`src/rtl/core/assert_macros.svh`:
```
// ----------------------------------------------------------------------------
// Assertion macros
// Shared concurrent assertion wrappers, clocked on clock and held off in reset.
// ----------------------------------------------------------------------------
`ifndef ASSERT_MACROS_SVH
`define ASSERT_MACROS_SVH

// Implication checked at every rising edge of clock outside reset.
`define ASSERT_IMPL(label, ante, cons, msg) \
   label: assert property (@(posedge clock) disable iff (reset) (ante) |-> (cons)) \
      else $error(msg);

// Condition that must never hold outside reset.
`define ASSERT_NEVER(label, expr, msg) \
   label: assert property (@(posedge clock) disable iff (reset) !(expr)) \
      else $error(msg);

`endif

```
`src/rtl/core/psd_pkg.sv`:
```
// ----------------------------------------------------------------------------
// Polyline densifier package
// Shared types and constants of the segment densifier.
// ----------------------------------------------------------------------------
package psd_pkg;

   localparam int MAX_SLICES_DEF = 32;
   localparam int COORD_W        = 32;
   localparam int NUM_PARTS_W    = 6;
   localparam int SLICE_W        = 32;
   localparam int CSR_INDEX_W    = 1;
   localparam int CSR_DATA_W     = 32;
   localparam int QUEUE_DEPTH    = 2;

   localparam logic [NUM_PARTS_W-1:0] NUM_PARTS_RST = NUM_PARTS_W'(20);
   localparam logic [SLICE_W-1:0]     SLICE_RST     = '0;

   localparam logic [CSR_INDEX_W-1:0] CSR_NUM_PARTS  = 1'b0;
   localparam logic [CSR_INDEX_W-1:0] CSR_SLICE_SIZE = 1'b1;

   typedef struct packed {
      logic signed [COORD_W-1:0] x;
      logic signed [COORD_W-1:0] y;
      logic signed [COORD_W-1:0] z;
   } pt_type;

   // One accepted vertex as work for the back end.
   typedef struct packed {
      pt_type prev;
      pt_type cur;
      pt_type start;
      logic   has_seg;     // segment prev -> cur
      logic   tail_point;  // open line end: emit cur alone
      logic   tail_ring;   // ring end: segment cur -> start
      logic   last;        // geometry ends with this job
   } job_type;

endpackage

```
`src/rtl/core/psd_front.sv`:
```
// ----------------------------------------------------------------------------
// Densifier front end
// Accepts vertices, tracks previous and first vertex, and issues jobs.
// ----------------------------------------------------------------------------
module psd_front (
   input  logic                          clock,
   input  logic                          reset,
   input  logic                          req_valid,
   output logic                          req_ready,
   input  logic signed [31:0]            req_vx,
   input  logic signed [31:0]            req_vy,
   input  logic signed [31:0]            req_vz,
   input  logic                          req_first_vertex,
   input  logic                          req_last_vertex,
   input  logic                          req_closed_ring,
   input  logic                          q_full,
   output logic                          q_push,
   output psd_pkg::job_type              q_job
);
   import psd_pkg::*;

   pt_type prev_ff, prev_in;
   pt_type start_ff, start_in;
   logic   have_prev_ff, have_prev_in;
   pt_type vtx;
   logic   first_eff;
   logic   accept;

   assign req_ready = !q_full;
   assign accept    = req_valid && req_ready;
   assign vtx       = '{x: req_vx, y: req_vy, z: req_vz};
   assign first_eff = req_first_vertex || !have_prev_ff;

   always_comb begin
      q_job.prev       = prev_ff;
      q_job.cur        = vtx;
      q_job.start      = first_eff ? vtx : start_ff;
      q_job.has_seg    = !first_eff;
      q_job.tail_point = req_last_vertex && !req_closed_ring;
      q_job.tail_ring  = req_last_vertex && req_closed_ring;
      q_job.last       = req_last_vertex;
      q_push           = accept && (!first_eff || req_last_vertex);
   end

   always_comb begin
      prev_in      = prev_ff;
      start_in     = start_ff;
      have_prev_in = have_prev_ff;
      if (accept) begin
         prev_in      = vtx;
         start_in     = first_eff ? vtx : start_ff;
         have_prev_in = !req_last_vertex;
      end
   end

   always_ff @(posedge clock) begin
      if (reset) begin
         prev_ff      <= '0;
         start_ff     <= '0;
         have_prev_ff <= 1'b0;
      end else begin
         prev_ff      <= prev_in;
         start_ff     <= start_in;
         have_prev_ff <= have_prev_in;
      end
   end

endmodule

```
`config.mk`:
```
export PLATFORM = sky130hd
export DESIGN_NAME = psd_front
export DESIGN_NICKNAME = d
export VERILOG_FILES = /design/src/rtl/core/assert_macros.svh /design/src/rtl/core/psd_pkg.sv /design/src/rtl/core/psd_front.sv
export SDC_FILE = /design/constraint.sdc
export NUM_CORES = 1
export LEC_CHECK = 0
export BUFFER_PORTS_ARGS = -buffer_cell sky130_fd_sc_hd__buf_2
export CORE_MARGIN = 8
export CORE_UTILIZATION = 44
export CTS_BUF_LIST = sky130_fd_sc_hd__clkbuf_8
export DETAILED_ROUTE_END_ITERATION = 8
export PLACE_DENSITY_LB_ADDON = 0.05
export SLEW_MARGIN = 15
export SYNTH_ARGS = -nofsm -noshare
export SYNTH_HDL_FRONTEND = slang
export SYNTH_SLANG_ARGS = --single-unit
```
`constraint.sdc`:
```
create_clock -name clock -period 1.45 [get_ports clock]
set_clock_uncertainty 0.15 [all_clocks]
set_input_delay 0.2175 -clock clock [delete_from_list [all_inputs] [get_ports clock]]
set_output_delay 0.2175 -clock clock [all_outputs]
set_load 0.05 [all_outputs]
```
Word level (Yosys, flattened, before mapping)
Index checks and enable logic that the tools add are counted.
Widths: inputs -> output; s select.
Storage, ports and cells
  register bits: 193
Cells by class
  muxes and demuxes: 1
  reductions and logical operators: 11
Operator list (count)
  $mux 96: 1
  $logic_not 1->1: 5
  $logic_and 1x1->1: 4
  $logic_or 1x1->1: 2

Logic depth before layout (Yosys ltp)
  depth in word-level cells: 5
  gate-level depth with buffers: 8
  depth with buffers taken out: 4

Worst setup path after synthesis
No wires, ideal clock.
  kind: reg2out
  start: register have_prev_ff
  end: output port q_push
  data arrival time: 1606 ps
  required time: 1082 ps
  setup slack: -524 ps
  stages on the path, launching flop included: 6
  buffers on the path: 3
  cells stage by stage: dfxtp_1 -> nand2b_1 -> buf_2 -> buf_2 -> buf_2 -> a21oi_1
On the way
  word-level cells in the longest chain between the ends: 5
RTL lines
  start, declared: RTL line psd_front.sv:24  | logic have_prev_ff, have_prev_in;
  start signal, assigned: RTL line psd_front.sv:64  | have_prev_ff <= have_prev_in;
  $logic_not 1->1: RTL line psd_front.sv:32  | assign first_eff = req_first_vertex || !have_prev_ff;
  $logic_or 1x1->1: RTL line psd_front.sv:32
  $logic_not 1->1: RTL line psd_front.sv:42  | q_push = accept && (!first_eff || req_last_vertex);
  $logic_or 1x1->1: RTL line psd_front.sv:42
  $logic_and 1x1->1: RTL line psd_front.sv:42
  end, declared: RTL line psd_front.sv:17  | output logic q_push,
No other way between the ends.

==> reports/metrics.yaml <==
overflow: 0
violations: "negative setup slack"
rsz0062_at_grt: "true"
clk_latency_ps: 470
cts_tree: "built"
dr.pass1.iters: 8
required_ps: 1080
slew_violations: 0
pre_cts_ws_ps: -288
crit_chain: "nand2b_4, clkinv_8, buf_12, buf_6, nand2_4, nand2_8, buf_12"
design.core.area_mm2: 0.0200
synth-simple-area-share_pct: 26.0
dieWidth_um: 158
yosys.area_share.adder_pct: 0
hold_viol: 0
finalSetupViolCount: 168
whs_ps: 43.4
power_leakage_nw: 6.75
yosys_warnings: 0
worstPathBufferInverterCount: 4
gp_congestion: 0.794
fill_cells: 1425
seq_area_frac_synth_pct: 43.3
critical_path.max_stage_delay_ps: 390
grt_use_total_pct: 25.9
fmax_ghz: 0.484
num_rows: 52
cpMostUsedCell: "buf_12"
crit_family: "buffers and inverters"
drt_wl_total_mm: 36.8
clockBufferDepth: 2
power_frac_comb_pct: 34.0
syn_area_mm2: 0.00892
grt_pass1_vias: 9564
peakVddDrop_uv: 526
drc: 0
power.density_mw_per_mm2: 923
cts_sinks: 193
grt_pass1_wl_mm: 51.8
synthMuxAreaShare_pct: 0
hp-class: "in -> reg"
p_switching_mw: 5.34
layout_setup_ws_ps: -614
register_area_mm2: 0.00387
worstPathArrival_ps: 1700
io_buffer_count: 396
fin_crit_sh_pct: 142
slew-limit-headroom_pct: 76.8
final_nets: 1780
slowest_stage: "dfxtp_4"
viasPerCell: 5.26
fp.dieArea_mm2: 0.0251
worstMarginPinSlew_ps: 348
maxCapViolCount: 0
antenna_found_initial: 0
synth_top_family_by_area: "simple AND/OR/NAND/NOR gates"
cts_root_buf: "clkbuf_8"
syn2layout_area_growth_pct: 72.8
drive_gt1_share_pct: 45.3
hpwl_mm: 21.4
multi_input_area_mm2: 0.00518
fin_crit_ps: 2060
antenna_cells: 0
clkTransAtPathRegs_ps: 100
dr_total_vias: 10302
grt_max_degree: 77
cts_made_buffers: 17
power.share.clock_pct: 25.8
swShare_pct: 37.6
ys_ff_latch: 193
internal_power_mw: 8.88
die_y_um: 158
syn_nets: 1375
cp_max_fo: 8
ios: 397
synth_compound_area_share_pct: 16.3
wl_per_cell_um: 18.8
final_core_util_pct: 76.9
critPathKind: "reg -> out"
syn_area_per_cell_um2: 7.01
cp-start-kind: "flip-flop"
drtIter0Drc: 769
synth.distinct_cells: 18
ant_nets: 0
syn_inst: 1272
cp-end-kind: "output port"
outcome: "finished, violations left"
p_seq_share_pct: 40.2
yosys.area_share.xor_xnor_pct: 0
htreeDepth: 4
start_util_pct: 44.5
==> cells in the final DEF (no fill, tap or decap) <==
cell type and count:
buf_16 4, nand2b_4 3, buf_12 30, clkinvlp_4 4, o21ai_1 18, buf_4 106, dfxtp_1 189, clkbuf_8 18
buf_8 60, o21ai_2 52, inv_8 4, clkinv_4 2, nand2_2 39, dfxtp_4 1, dfxtp_2 3, and2_1 1
nand3_1 93, nand2_4 126, buf_6 74, nand2_8 3, nor2b_4 1, bufinv_16 2, a21oi_2 7, a21oi_1 185
a21oi_4 1, o21ai_0 23, o21ai_4 3, dlygate4sd3_1 97, a211oi_1 1, clkbuf_16 14, inv_1 4, nand2_1 312
buf_2 201, inv_6 2, nor2_1 2, clkinv_8 1, clkbuf_4 1, nand3_2 3
==> metal layers <==
layer / vias to the layer above / global-route usage, % / wire [µm]
met2: 431 / 45.1 / 19200
met3: 46 / 6.19 / 2730
met4: 0 / 6.96 / 688
met5: - / 0 / 0
met1: 4966 / 31.4 / 14200
li1: 4859 / - / -
==> final timing paths <==
check,from,end,slack [ps],depth (start not counted)
max,have_prev_ff,q_job[81],-610,7
min,req_vz[31],q_job[227],40,4
max reg2reg,have_prev_ff,start_ff[70],-220,8
min reg2reg,q_job[283],q_job[283],310,2
==> layout make-up <==
type	count	area share [%]
clock buffers	18	1.61
inverters	3	0.154
clock inverters	14	1.02
flip-flops and latches	193	25.1
repair inverters	2	0.130
repair buffers	587	36.2
multi-input cells	873	33.6
well taps	270	2.19
==> metrics by stage <==
stage          instance area, µm²  cells  total power, mW  TNS [ps]
6_report                    15400   1960             14.2    -60050
4_1_cts                     14100   1932             13.8    -68840
2_1_floorplan                9730   1272             8.66     -6380
5_1_grt                     15400   1960             14.8    -69840
3_3_place_gp                11500   1787             9.53    -22290
3_5_place_dp                11500   1787             9.54    -24650
==> synth_stat cells, drive strengths merged <==
cell / number / area, µm²
nand2: 480 / 1800
a21oi: 193 / 966
dfxtp: 193 / 3860
buf: 166 / 1120
nand3: 96 / 480
o21ai: 96 / 480
clkbuf: 38 / 153
inv: 3 / 11.3
nand2b: 2 / 12.5
nor2: 2 / 7.51
a211oi: 1 / 7.51
and2: 1 / 6.26
nor2b: 1 / 6.26
==> cells by family after synthesis <==
group           after synthesis
simple gates                582
flops                       193
compound gates              290
buf+inv                     207
==> tightest hold or removal path, cell delays in order <==
cell	delay, ps
buf_2	130
buf_4	150
nand2_1	50
a21oi_1	50
==> sequential cells by signal, summed over array words and instances, names as in the netlist <==
register,count
have_prev_ff,1
q_job,96
start_ff,96
==> repair_timing <==
action	4_1_cts	5_1_grt
resized for setup	354	308
setup buffers	8	17
pin swaps	24	55
gates cloned	8	15
endpoints found under the setup margin	200	197
hold buffers	97	0
endpoints found under the hold margin	191	0
==> power by group through the flow <==
stage	combinational (mW)	clock (mW)	sequential (mW)
final	4.83	3.67	5.72
after global routing	5.04	3.98	5.75
after CTS	4.46	3.69	5.68
after detailed placement	3.76	0	5.78
after global placement	3.75	0	5.78
after floorplan	2.47	0	6.19
Note: power is estimated with default switching activity, not from simulation.
