$ cat src/rtl/core/assert_macros.svh
// ----------------------------------------------------------------------------
// Assertion macros
// Shared concurrent assertion wrappers, clocked on clock and held off in reset.
// ----------------------------------------------------------------------------
`ifndef ASSERT_MACROS_SVH
`define ASSERT_MACROS_SVH

// Implication checked at every rising edge of clock outside reset.
`define ASSERT_IMPL(label, ante, cons, msg) \
   label: assert property (@(posedge clock) disable iff (reset) (ante) |-> (cons)) \
      else $error(msg);

// Condition that must never hold outside reset.
`define ASSERT_NEVER(label, expr, msg) \
   label: assert property (@(posedge clock) disable iff (reset) !(expr)) \
      else $error(msg);

`endif

$ cat src/rtl/core/psd_pkg.sv
// ----------------------------------------------------------------------------
// Polyline densifier package
// Shared types and constants of the segment densifier.
// ----------------------------------------------------------------------------
package psd_pkg;

   localparam int MAX_SLICES_DEF = 32;
   localparam int COORD_W        = 32;
   localparam int NUM_PARTS_W    = 6;
   localparam int SLICE_W        = 32;
   localparam int CSR_INDEX_W    = 1;
   localparam int CSR_DATA_W     = 32;
   localparam int QUEUE_DEPTH    = 2;

   localparam logic [NUM_PARTS_W-1:0] NUM_PARTS_RST = NUM_PARTS_W'(20);
   localparam logic [SLICE_W-1:0]     SLICE_RST     = '0;

   localparam logic [CSR_INDEX_W-1:0] CSR_NUM_PARTS  = 1'b0;
   localparam logic [CSR_INDEX_W-1:0] CSR_SLICE_SIZE = 1'b1;

   typedef struct packed {
      logic signed [COORD_W-1:0] x;
      logic signed [COORD_W-1:0] y;
      logic signed [COORD_W-1:0] z;
   } pt_type;

   // One accepted vertex as work for the back end.
   typedef struct packed {
      pt_type prev;
      pt_type cur;
      pt_type start;
      logic   has_seg;     // segment prev -> cur
      logic   tail_point;  // open line end: emit cur alone
      logic   tail_ring;   // ring end: segment cur -> start
      logic   last;        // geometry ends with this job
   } job_type;

endpackage

$ cat src/rtl/core/psd_queue.sv
// ----------------------------------------------------------------------------
// Densifier job queue
// Small register FIFO between the front and the back end.
// ----------------------------------------------------------------------------
module psd_queue (
   input  logic             clock,
   input  logic             reset,
   input  logic             push,
   input  psd_pkg::job_type push_job,
   output logic             full,
   input  logic             pop,
   output logic             head_valid,
   output psd_pkg::job_type head_job
);
   import psd_pkg::*;

   localparam int PW = (QUEUE_DEPTH > 1) ? $clog2(QUEUE_DEPTH) : 1;
   localparam int CW = $clog2(QUEUE_DEPTH + 1);

   job_type         mem_ff [QUEUE_DEPTH];
   logic [PW-1:0]   wr_ptr_ff, wr_ptr_in;
   logic [PW-1:0]   rd_ptr_ff, rd_ptr_in;
   logic [CW-1:0]   count_ff, count_in;
   logic            do_push, do_pop;

   assign full       = (count_ff == CW'(QUEUE_DEPTH));
   assign head_valid = (count_ff != '0);
   assign head_job   = mem_ff[rd_ptr_ff];
   assign do_push    = push && !full;
   assign do_pop     = pop && head_valid;

   always_comb begin
      wr_ptr_in = wr_ptr_ff;
      rd_ptr_in = rd_ptr_ff;
      count_in  = count_ff;
      if (do_push) begin
         wr_ptr_in = (wr_ptr_ff == PW'(QUEUE_DEPTH - 1)) ? '0 : wr_ptr_ff + 1'b1;
      end
      if (do_pop) begin
         rd_ptr_in = (rd_ptr_ff == PW'(QUEUE_DEPTH - 1)) ? '0 : rd_ptr_ff + 1'b1;
      end
      if (do_push && !do_pop) begin
         count_in = count_ff + 1'b1;
      end else if (do_pop && !do_push) begin
         count_in = count_ff - 1'b1;
      end
   end

   always_ff @(posedge clock) begin
      if (do_push) begin
         mem_ff[wr_ptr_ff] <= push_job;
      end
   end

   always_ff @(posedge clock) begin
      if (reset) begin
         wr_ptr_ff <= '0;
         rd_ptr_ff <= '0;
         count_ff  <= '0;
      end else begin
         wr_ptr_ff <= wr_ptr_in;
         rd_ptr_ff <= rd_ptr_in;
         count_ff  <= count_in;
      end
   end

endmodule

$ cat config.mk
export PLATFORM = sky130hd
export DESIGN_NAME = psd_queue
export DESIGN_NICKNAME = d
export VERILOG_FILES = /design/src/rtl/core/assert_macros.svh /design/src/rtl/core/psd_pkg.sv /design/src/rtl/core/psd_queue.sv
export SDC_FILE = /design/constraint.sdc
export NUM_CORES = 1
export LEC_CHECK = 0
export BUFFER_PORTS_ARGS = -buffer_cell sky130_fd_sc_hd__buf_2
export CAP_MARGIN = 20
export CORE_MARGIN = 4
export CORE_UTILIZATION = 24
export CTS_CLUSTER_SIZE = 25
export DETAILED_ROUTE_END_ITERATION = 6
export GPL_TIMING_DRIVEN = 0
export PLACE_DENSITY = 0.53
export SLEW_MARGIN = 20
export SYNTH_ARGS = -nofsm -noshare
export SYNTH_HDL_FRONTEND = slang
export SYNTH_SLANG_ARGS = --single-unit
$ cat constraint.sdc
create_clock -name clock -period 8.5 [get_ports clock]
set_input_delay 0.85 -clock clock [delete_from_list [all_inputs] [get_ports clock]]
set_output_delay 0.85 -clock clock [all_outputs]
set_load 0.005 [all_outputs]
# Word level (Yosys, flattened, before mapping)
# Memories as Yosys holds them, arrays and structs flattened. A register that Yosys moved wholly into a read port is not among the register bits.
# Index checks and enable logic that the tools add are counted.
[classes]
add_sub_neg = 4
eq_ne = 1
muxes = 8
n_reduce_logical = 9
[op_table]
columns = ["op", "count"]
rows = [
  ["$mux 1", 6],
  ["$logic_and 1x1->1", 4],
  ["$mux 2", 2],
  ["$reduce_bool 2->1", 2],
  ["$logic_not 1->1", 3],
  ["$add 1x1->1 const B", 2],
  ["$add 2x1->2 const B", 1],
  ["$eq 2x2->1 const B", 1],
  ["$sub 2x1->2 const B", 1],
]
[word_totals]
reg_bits = 4
ram_bits = 584
in_bits = 296
output_inout_bits = 294
memories = 1
[mem_list]
columns = ["memory", "depth", "width", "rd", "rd_ports_with_merged_regs", "wr", "line", "text"]
rows = [
  ["mem_ff", 2, 292, 1, 1, 1, "psd_queue.sv:20", "job_type mem_ff [QUEUE_DEPTH];"],
]

# Logic depth before layout (Yosys ltp)
# Gate-level depths: netlist (run 1).
[depth]
depth_word = 7
ltp_mapped = 6
mapped_depth_nobuf = 6

# Worst setup path after synthesis (run 1)
# OpenSTA, ideal clock, no wires.
[synth_timing]
path_type = "input -> register"
start = "input port push"
end = "memory mem_ff[1][0] (netlist bit), enable pin"
setup_time_ns = 0.691
arrival_time_ns = 7.662
slack_ns = 0.146
stages = 3
path_buffers = 0
path_cell_list = "inv_1 -> nor2_1 -> and2_1"
[synth_between]
elab_chain_cells = 3
[synth_rtl]
columns = ["item", "line", "text"]
rows = [
  ["from (decl)", "psd_queue.sv:8", "input logic push,"],
  ["$logic_and 1x1->1", "psd_queue.sv:29", "assign do_push = push && !full;"],
  ["$mux 1", "psd_queue.sv:50", "if (do_push) begin"],
  ["$mux 1 (not written as such)", "psd_queue.sv:51", "mem_ff[wr_ptr_ff] <= push_job;"],
  ["to (decl)", "psd_queue.sv:20", ""],
]
# Every way passes these cells.

==> results of run 1 <==
## power by group
group,switching [uW],total (uW),internal (uW)
Clock,1120,2730,1610
Combinational,1010,1970,960
Sequential,75.6,3720,3650
Total,2200,8420,6220
## layer usage
layer  GRT usage, %  wire length, um
met1          11.50            19260
met2          19.61            27660
met5              0               34
met3          4.318             4682
met4          3.151             1176
## flip-flops by register name, summed over array words and instances (netlist names), named ones only
| register | count |
|---|---|
| mem_ff | 584 |
| count_ff | 2 |
| rd_ptr_ff | 1 |
| wr_ptr_ff | 1 |
## logic make-up (layout without fill, tap and decap cells)
kind of cell             Yosys count  count (layout)
buffers and inverters             34             753
AO/OA/AOI/OAI                      5               5
AND/OR/NAND/NOR                    9               9
adder cells (fa/ha/maj)            1               1
multiplexers                     292             292
flip-flops                       589             589
XOR/XNOR                           3               3
other                              0               5
## final cells by class
cell class                      instances  share of cell area (%)
Timing Repair Buffer                  598                   11.34
Inverter                                2                 0.05329
Clock inverter                         34                   1.017
Buffer                                 32                   1.257
Multi-Input combinational cell        310                   12.07
Antenna cell                            5                 0.04441
Tap cell                             1165                   5.174
Clock buffer                           87                   6.444
Sequential cell                       589                   62.60
## placed cells by master, fill, tap and decap left out, types with 9 or more instances in the layout
master,synthesis,final
buf_16,0,9
buf_2,1,590
buf_6,31,31
clkbuf_1,0,17
clkbuf_16,0,70
clkinv_1,0,11
clkinv_2,0,11
edfxtp_1,584,584
mux2_2,292,292
## per-stage QoR
stage	setup TNS (ps)	instance area, um2
floorplan	0	21400
detailed placement	0	26060
CTS	0	28160
global placement	-1947800	25800
global route	0	28170
finish	0	28170
## worst max path at each step
stage               slack [ps]             end  cells past startpoint
floorplan                  150    mem_ff[1][0]                      3
global placement         -4120  mem_ff[1][200]                      4
detailed placement        5340  mem_ff[0][200]                      6
CTS                       5230    head_job[40]                      4
global route              5230    head_job[47]                      4
finish                    5430    head_job[40]                      4
==> impl_results.md, run 1 <==
- Status: finished, final reports clean
- Post-synth top area share: between 80% and 90%
- Post-synthesis register bit count: 589
- Adder-cell share of the synthesized area: 0.05848%
- Crit Reg-Reg Endpoint: mem_ff[0][214]
- Hold path startpoint: push_job[218]
- Fin. Hold Viols: 0
- Most frequent CP cell: buf_6
- Crit path max fanout: 10
- DIE AREA: 93990 um2
- Slew Viols, Final: 0
- First DRT Iteration DRCs: 518
- Cell taking the most area after synthesis: edfxtp_1
- RSZ-0062 raised after global routing: false
- Nets: about 1900
- Avg Inst Size Synth: 22.93 um2
- Arrival @ worst endpoint: 2220 ps
- Most common cell in the netlist: edfxtp_1
- Simple logic cell fraction of the synthesized area: 0.2164%
- DR WL/cell: about 19 um
- Tot GR Track Use: 10.78%
- Placed cells: 2696
- DRC: 0
- CP delay by family, top: buffers and inverters
- Initial antenna violation count: 9
- Post-DRT Antenna Nets: 0
- First-pass GRT wire length: approximately 77000 um
- Worst-skew pair later-pin latency: around 580 ps
- Die Span Y: ~310 um
- Number of flops mapped to enable cells by yosys: around 580
- Max-cap violations: 0
- Synth top cells by count: edfxtp_1 (584), mux2_2 (292), buf_6 (31)
- Startpoint class of the critical path: register
- Port bufs: between 500 and 600
- WHS: roughly 450 ps
- Worst Path Buf+Inv: 3
- Area delta synth->final: 31.68%
- Peak Freq: 0.3259 GHz
- Setup Skew: 28.61 ps
- Filler cells: 8658
- GP Congestion: 0.7686
- Boundary Pins: 590
- HP Class: in -> reg
- Synth Area in Compound Gates: 0.1170%
- CTS hold repair buffers: 0
- Worst path cell trace: buf_6, buf_6, mux2_2, buf_2
- Pin count of the biggest net entering global routing: 89
- VDD IR max: 0.1521 mV
- Clock sink count: 589
- Total power: 8416 uW
- Tmin final: 3068 ps
- Synth Flop Type: edfxtp_1
- Worst Setup Slack, final: 5432 ps
- Min-Delay Path Depth: 1
- Num CTS Buffers: just under 70
- Post-Synthesis Cells: 933
- Finished Core Util: 31.88%
- Pleak: 0.01027 uW
- Drt via density: between 3 and 4
- Worst slew pin tran: around 690 ps
- Data required, critical path: 7650 ps
- Layout cells sized above 1: 61.62%
- Crit. End Element: output pin
- Sequential share of the synthesized area: 82.43%
- CP max-delay cell: dfxtp_1
- Std-Cell Rows: 109
- R2R setup slack: 5880 ps
- Grt ovf: 0
- Final setup vio count: 0
- Multi-input logic area: about 3400 um2
- Synth async-reset ratio: 0%
- Vias in the first global route: 12190
- TritonRoute pass-1 iters: 4
- Worst Hold End: mem_ff[1][218]
- Via count: around 11000
- Post-synthesis xor/xnor area fraction: 0.1228%
- CTS tree: built
- CTS Buffer Depth: 3
- Register area: 17640 um2
- Hpwl dp: around 38000 um
- Starting Density: 24.21%
- Core Area: 88370 um2
- Mapped Nets: approximately 1200
- Post-CTS setup buffer count: 0
- Mapped Area: 21400 um2
- Clock transition at path regs: 60 ps
- Final WL: ~53000 um
- Period utilization: 36.10%
- Fin cells: 2822
- Setup CP Type: reg -> out
- CP max stage delay: 500 ps
- Synth area leaders: edfxtp_1 (82%), mux2_2 (15%), buf_6 (1.6%)
- Pre-CTS WS: about 5300 ps
- Mux contribution to synthesized area: 15.37%
- Critical R2R Launch: count_ff[0]
- Largest family of logic cells by synthesized area: multiplexers
- Pwr/cell area: between 200 and 300 nW/um2
- Post-cts resize count: 0
- Yosys cell types: 15
- Max-slew headroom: 54.22%
- Clk root buf: clkbuf_16
- R2R depth: 5
- Die W: 306.6 um
- H-tree Lvls: 3
- Synth warnings: 0
No activity file was read; power rests on OpenSTA's default activity.
==> inputs of run 2 (changes only) <==
==> constraint.sdc (replaced) <==
create_clock -name clock -period 2.75 [get_ports clock]
set_input_delay 0.275 -clock clock [delete_from_list [all_inputs] [get_ports clock]]
set_output_delay 0.275 -clock clock [all_outputs]
set_load 0.005 [all_outputs]
==> impl_results.md, run 2 (synthesis gave the netlist of run 1 again) <==
- Status: finished, final reports clean
- Tot GR Track Use: 11.33% (+0.55 points)
- Final WL: 54690 um (+3.5%)
- Pleak: 0.01157 uW (+13%)
- Port bufs: 589 (unchanged)
- Fin cells: 3125 (+11%)
- WP depth: 8 (+4)
- First-pass GRT wire length: 81110 um (+5.8%)
- Core Area: 88370 um2 (unchanged)
- Crit path max fanout: 60 (+50)
- TritonRoute pass-1 iters: 4 (unchanged)
- Crit Reg-Reg Endpoint: mem_ff[0][242]
- Clk root buf: clkbuf_16
- Layout cells sized above 1: 52.99% (-8.6 points)
- Worst-skew pair later-pin latency: 600 ps (+20 ps)
- Fin. Hold Viols: 0 (unchanged)
- First DRT Iteration DRCs: 496 (-4.2%)
- Max reg flops: 584 (unchanged)
- Clock transition at path regs: 60 ps (about the same)
- Area delta synth->final: 46.23%
- Worst Path Buf+Inv: 6 (+3)
- Initial antenna violation count: 7 (-2)
- DR WL/cell: 17.50 um (-6.5%)
- Worst slew pin tran: 658.6 ps (-28.08 ps)
- Crit. End Element: register
- Clock sink count: 589 (unchanged)
- DRC: 0 (unchanged)
- Met3 usage: 4.070% (-0.25 points)
- Hold path startpoint: pop
- Most frequent CP cell: buf_12
- Pre-CTS WS: -172.8 ps (-5514 ps)
- H-tree Lvls: 3 (unchanged)
- HP Class: in -> reg
- CP max-delay cell: or3_4
- M2 GR Usage: 20.34% (+0.74 points)
- Pin count of the biggest net entering global routing: 49 (-45%)
- Die W: 306.6 um (unchanged)
- Die Span Y: 306.6 um (unchanged)
- Startpoint class of the critical path: register
- Grt ovf: 0 (unchanged)
- Drt via density: 3.938 (+0.20%)
- Pwr/cell area: 851.6 nW/um2 (+190%)
- Std-Cell Rows: 109 (unchanged)
- Setup CP Type: reg -> reg
- CTS tree: built
- Via count: 12310 (+11%)
- Worst Setup Slack, final: 153.7 ps (-5278 ps)
- Boundary Pins: 590 (unchanged)
- RSZ-0062 raised after global routing: false
- Max-cap violations: 0 (unchanged)
- R2R setup slack: 150 ps (-5730 ps)
- Post-cts resize count: 0 (unchanged)
- Period utilization: 94.41%
- CP max stage delay: 380 ps (-120 ps)
- Post-DRT Antenna Nets: 0 (unchanged)
- Hpwl dp: 38540 um (+1.3%)
- Slew Viols, Final: 0 (unchanged)
- Top Registers: mem_ff x584, count_ff x2
- DIE AREA: 93990 um2 (unchanged)
- Peak Freq: 0.3852 GHz
- Max-slew headroom: 56.09% (+1.9 points)
- Fin area: 31290 um2 (+11%)
- Starting Density: 24.21% (unchanged)
- Vias in the first global route: 13700 (+12%)
- Nets: 2199 (+16%)
- Setup Skew: 14.19 ps (-14.43 ps)
- Placed cells: 2704 (+0.30%)
- Num CTS Buffers: 67 (-2.9%)
- Setup TNS: 0 ps (unchanged)
- Filler cells: 8382 (-3.2%)
- CP delay by family, top: buffers and inverters
- Arrival @ worst endpoint: 2840 ps (+620 ps)
- Most frequent cells in the layout: buf_2 (590), edfxtp_1 (584), dlygate4sd3_1 (294), mux2_2 (292), clkbuf_16 (68)
- Worst path cell trace: nor2b_4, or3_4, clkinvlp_4, buf_12, buf_16, buf_12, buf_12, buf_12
- VDD IR max: 0.6530 mV (+330%)
- Tmin final: 2596 ps
- CTS Buffer Depth: 3 (unchanged)
- Most flops, register: mem_ff
- R2R depth: 8 (+3)
- Commonest non-fill, non-tap cell in the layout: buf_2
- Data required, critical path: 2990 ps (-4660 ps)
- Min-Delay Path Depth: 4 (+3)
- Critical R2R Launch: count_ff[1]
- Final setup vio count: 0 (unchanged)
- Placed cell area: 26220 um2 (+0.63%)
- Met1 Use GR: 12.36% (+0.86 points)
- GP Congestion: 0.7529 (-2.0%)
- GR peak layer: met2
==> run 2: worst reg2reg max path: cells and delay by family (launching register included) <==
family	cells	cell delay [ps]
buffers and inverters	6	1300
and+or+nand+nor	2	510
DFF	1	330
==> run 2: worst max path at each step <==
stage / start / endpoint
floorplan: count_ff[1] / mem_ff[0][0]
global placement: count_ff[1] / mem_ff[0][201]
detailed placement: count_ff[1] / mem_ff[0][204]
CTS: register / head_job[121]
global route: count_ff[1] / mem_ff[1][207]
finish: count_ff[1] / mem_ff[0][242]
==> run 2: cell type report <==
type                            instances  area [um2]  share of cell area, %
Antenna cell                            3       7.507                0.02399
Buffer                                 32       354.1                  1.132
Clock buffer                           79        1743                  5.571
Clock inverter                         45       382.9                  1.224
Inverter                                2       11.26                0.03599
Multi-Input combinational cell        310        3413                  10.91
Sequential cell                       589       17640                  56.38
Tap cell                             1165        1458                  4.659
Timing Repair Buffer                  900        6279                  20.07
==> run 2: through the flow <==
stage / power (uW) / hold slack (ps) / utilization, %
floorplan: 15140 / 336.7 / -
global placement: 17590 / 462.1 / 29.22
detailed placement: 18120 / 467.4 / 29.67
CTS: 27230 / 39.29 / 35.42
global route: 28070 / 142.9 / 35.40
finish: 26650 / 119.1 / 35.40
==> run 2: report_power, final <==
group,internal [uW],switching (uW),total [uW]
clock,5040,3520,8560
sequential,11300,247,11500
combinational,3360,3220,6580
total,19700,6990,26600
==> run 2: what timing repair did <==
action	CTS	global route
setup buffers	1	0
hold buffers	294	0
setup endpoints to repair	33	33
hold endpoints to repair	589	0
==> run 2: routing by layer <==
layer	wire length [um]	share of wire, %
met1	20530	38
met5	13	0.024
met2	28420	52
met4	1617	3.0
met3	4104	7.5
==> inputs of run 3 (changes only) <==
--- a/config.mk
+++ b/config.mk
@@ -5,6 +5,7 @@
 export SDC_FILE = /design/constraint.sdc
 export NUM_CORES = 1
 export LEC_CHECK = 0
+export ABC_AREA = 1
 export BUFFER_PORTS_ARGS = -buffer_cell sky130_fd_sc_hd__buf_2
 export CAP_MARGIN = 20
 export CORE_MARGIN = 4
@@ -17,3 +18,4 @@
 export SYNTH_ARGS = -nofsm -noshare
 export SYNTH_HDL_FRONTEND = slang
 export SYNTH_SLANG_ARGS = --single-unit
+export TNS_END_PERCENT = 10
==> constraint.sdc (replaced) <==
create_clock -name clock -period 2.75 [get_ports clock]
set_input_delay 0.1375 -clock clock [delete_from_list [all_inputs] [get_ports clock]]
set_output_delay 0.1375 -clock clock [all_outputs]
set_load 0.005 [all_outputs]
==> impl_results.md, run 3 <==
- Core Area: 88510 um2 (+0.15%)
- Post-synth top area share: 81.87% (-0.086 points)
- Boundary Pins: 590 (unchanged)
- Metal3 WL: 4493 um (+9.5%)
- Top Registers: mem_ff x584, count_ff x2
- RSZ-0062 raised after global routing: false
- Crit path max fanout: 10 (-83%)
- Starting Density: 24.20% (about the same)
- Worst slew pin tran: 481.3 ps (-177.3 ps)
- R2R depth: 7 (-1)
- Std-Cell Rows: 109 (unchanged)
- Number of flops mapped to enable cells by yosys: 584 (unchanged)
- Nets: 2226 (+1.2%)
- Setup CP Type: reg -> out
- Pin count of the biggest net entering global routing: 26 (-47%)
- DIE AREA: 94090 um2 (+0.10%)
- First DRT Iteration DRCs: 535 (+7.9%)
- Min-Delay Path Depth: 2 (-2)
- Num CTS Buffers: 68 (+1.5%)
- Final WL: 53960 um (-1.3%)
- Via count: 12330 (+0.21%)
- Hpwl dp: 39260 um (+1.9%)
- Critical R2R Launch: wr_ptr_ff
- Pleak: 0.01177 uW (+1.7%)
- Layout cells sized above 1: 52.40% (-0.59 points)
- CP delay by family, top: buffers and inverters
- CP max-delay cell: dfxtp_1
- Mapped Area: 21420 um2 (+0.11%)
- Area delta synth->final: 48.14%
- Die W: 306.7 um (about the same)
- Max-cap violations: 0 (unchanged)
- CTS Buffer Depth: 3 (unchanged)
- Period utilization: 85.51% (-8.9 points)
- Most common cell in the netlist: edfxtp_1
- Grt ovf: 0 (unchanged)
- Synth Flop Type: edfxtp_1
- Finished Core Util: 35.85% (+0.45 points)
- Data required, critical path: 2610 ps (-380 ps)
- Clock transition at path regs: 60 ps (about the same)
- Met2 routed WL: 27440 um (-3.4%)
- Sequential share of the synthesized area: 82.34% (-0.087 points)
- CP max stage delay: 520 ps (+140 ps)
- Most flops, register: mem_ff
- Pwr/cell area: 829.3 nW/um2 (-2.6%)
- Hold path startpoint: push_job[204]
- Vias in the first global route: 13920 (+1.6%)
- Synth warnings: 0 (unchanged)
- Post-CTS setup buffer count: 0 (-1)
- Tot GR Track Use: 11.25% (-0.078 points)
- Peak Freq: 0.4252 GHz (+10%)
- Post-synthesis register bit count: 589 (unchanged)
- Status: finished, final reports clean
- Met1 wire length: 20320 um (-1.0%)
- Worst Setup Slack, final: 398.4 ps (+244.7 ps)
- Crit Reg-Reg Endpoint: mem_ff[1][287]
- DR WL/cell: 17.16 um (-1.9%)
- Cell taking the most area after synthesis: edfxtp_1
- Clk root buf: clkbuf_16
- Worst Path Buf+Inv: 3 (-3)
- Synth async-reset ratio: 0% (unchanged)
- Worst path cell trace: buf_6, buf_6, mux2_2, buf_2
- CTS tree: built
- GP Congestion: 0.7423 (-1.4%)
- VDD IR max: 0.5619 mV (-14%)
- Commonest non-fill, non-tap cell in the layout: buf_2
- R2R setup slack: 470 ps (+320 ps)
- Slew Viols, Final: 0 (unchanged)
- Post-Synthesis Cells: 945 (+1.3%)
- Die Span Y: 306.7 um (about the same)
- Crit. End Element: output pin
- Max-slew headroom: 67.84% (+12 points)
- Synth area leaders: edfxtp_1 (82%), mux2_2 (15%), buf_6 (1.6%)
- Filler cells: 8348 (-0.41%)
- Pre-CTS WS: 469.7 ps (+642.5 ps)
- Most frequent CP cell: buf_6
- First-pass GRT wire length: 81120 um (about the same)
- HP Class: in -> reg
- Mapped Nets: 1242 (+0.98%)
- Drt via density: 3.922 (-0.39%)
- Fin. Hold Viols: 0 (unchanged)
- DRC: 0 (unchanged)
- Setup Skew: 16.30 ps (+2.118 ps)
- Max reg flops: 584 (unchanged)
- Yosys cell types: 13 (-2)
- Top Metal Used: met5
- Avg Inst Size Synth: 22.67 um2 (-1.2%)
- Most frequent cells in the layout: buf_2 (590), edfxtp_1 (584), dlygate4sd3_1 (295), mux2_2 (292), clkbuf_16 (69)
- Final setup vio count: 0 (unchanged)
- Worst-skew pair later-pin latency: 590 ps (about the same)
- Post-DRT Antenna Nets: 0 (unchanged)
- Startpoint class of the critical path: register
- Initial antenna violation count: 4 (-3)
- H-tree Lvls: 3 (unchanged)
- Tmin final: 2352 ps (-244.7 ps)
- TritonRoute pass-1 iters: 4 (unchanged)
- Clock sink count: 589 (unchanged)
- Synth top cells by count: edfxtp_1 (584), mux2_2 (292), buf_6 (31)
- Arrival @ worst endpoint: 2210 ps (-630 ps)
- Port bufs: 589 (unchanged)
- Worst Hold End: mem_ff[1][204]
run 3: logic make-up after synthesis:
group | share of synthesized area, %
flip-flops | 82.34
multiplexers | 15.35
buffers and inverters | 1.793
AND/OR/NAND/NOR | 0.3389
AO/OA/AOI/OAI | 0.1168
adder cells (fa/ha/maj) | 0.05841
run 3: power breakdown:
part | total (uW) | internal (uW) | switching, uW | leakage [uW]
sequential | 11600 | 11300 | 252 | 0.00549
combinational | 6130 | 3180 | 2950 | 0.00525
clock | 8600 | 5170 | 3440 | 0.00103
total | 26300 | 19700 | 6640 | 0.0118
run 3: worst reg2reg max path, delay by kind of cell (launching register included):
family        cells  cell delay, ps
buf+inv           6            1130
flops             1             390
simple gates      1             410
run 3: layer usage:
metal,global-route usage [%],vias to the layer above
met5,0,-
met2,20.00,457
li1,-,5769
met4,4.698,2
met3,4.036,97
met1,12.14,6006
run 3: layout make-up:
class	count	area [um2]	share of cell area, %
Timing Repair Buffer	914	6696	21.10
Antenna cell	2	5.005	0.01577
Clock buffer	84	1783	5.619
Tap cell	1165	1458	4.594
Sequential cell	589	17640	55.59
Buffer	32	354.1	1.116
Multi-Input combinational cell	316	3425	10.79
Inverter	8	30.03	0.09464
Clock inverter	34	341.6	1.077
run 3: through the flow:
stage,area [um2],total power [uW],std cells,hold slack [ps],TNS [ps]
6_report,31730,26310,3144,253.8,0
5_1_grt,31730,27670,3144,203.8,0
2_1_floorplan,21450,14790,945,236.4,-1435630
3_3_place_gp,25850,17370,2699,324.0,-2920740
4_1_cts,31730,26850,3142,169.8,0
3_5_place_dp,26650,17710,2729,328.5,0
run 3: how the worst max path moves through the flow:
stage                 from              to  depth (start not counted)
2_1_floorplan  count_ff[1]    mem_ff[0][0]                          3
3_3_place_gp     wr_ptr_ff  mem_ff[1][276]                          2
3_5_place_dp     wr_ptr_ff  mem_ff[1][230]                          7
4_1_cts           register   head_job[105]                          4
5_1_grt           register   head_job[105]                          4
6_report          register   head_job[105]                          4
run 3: timing repair:
action,CTS,global route
endpoints found under the hold margin,605,0
gates resized for setup,0,0
hold buffers,295,0
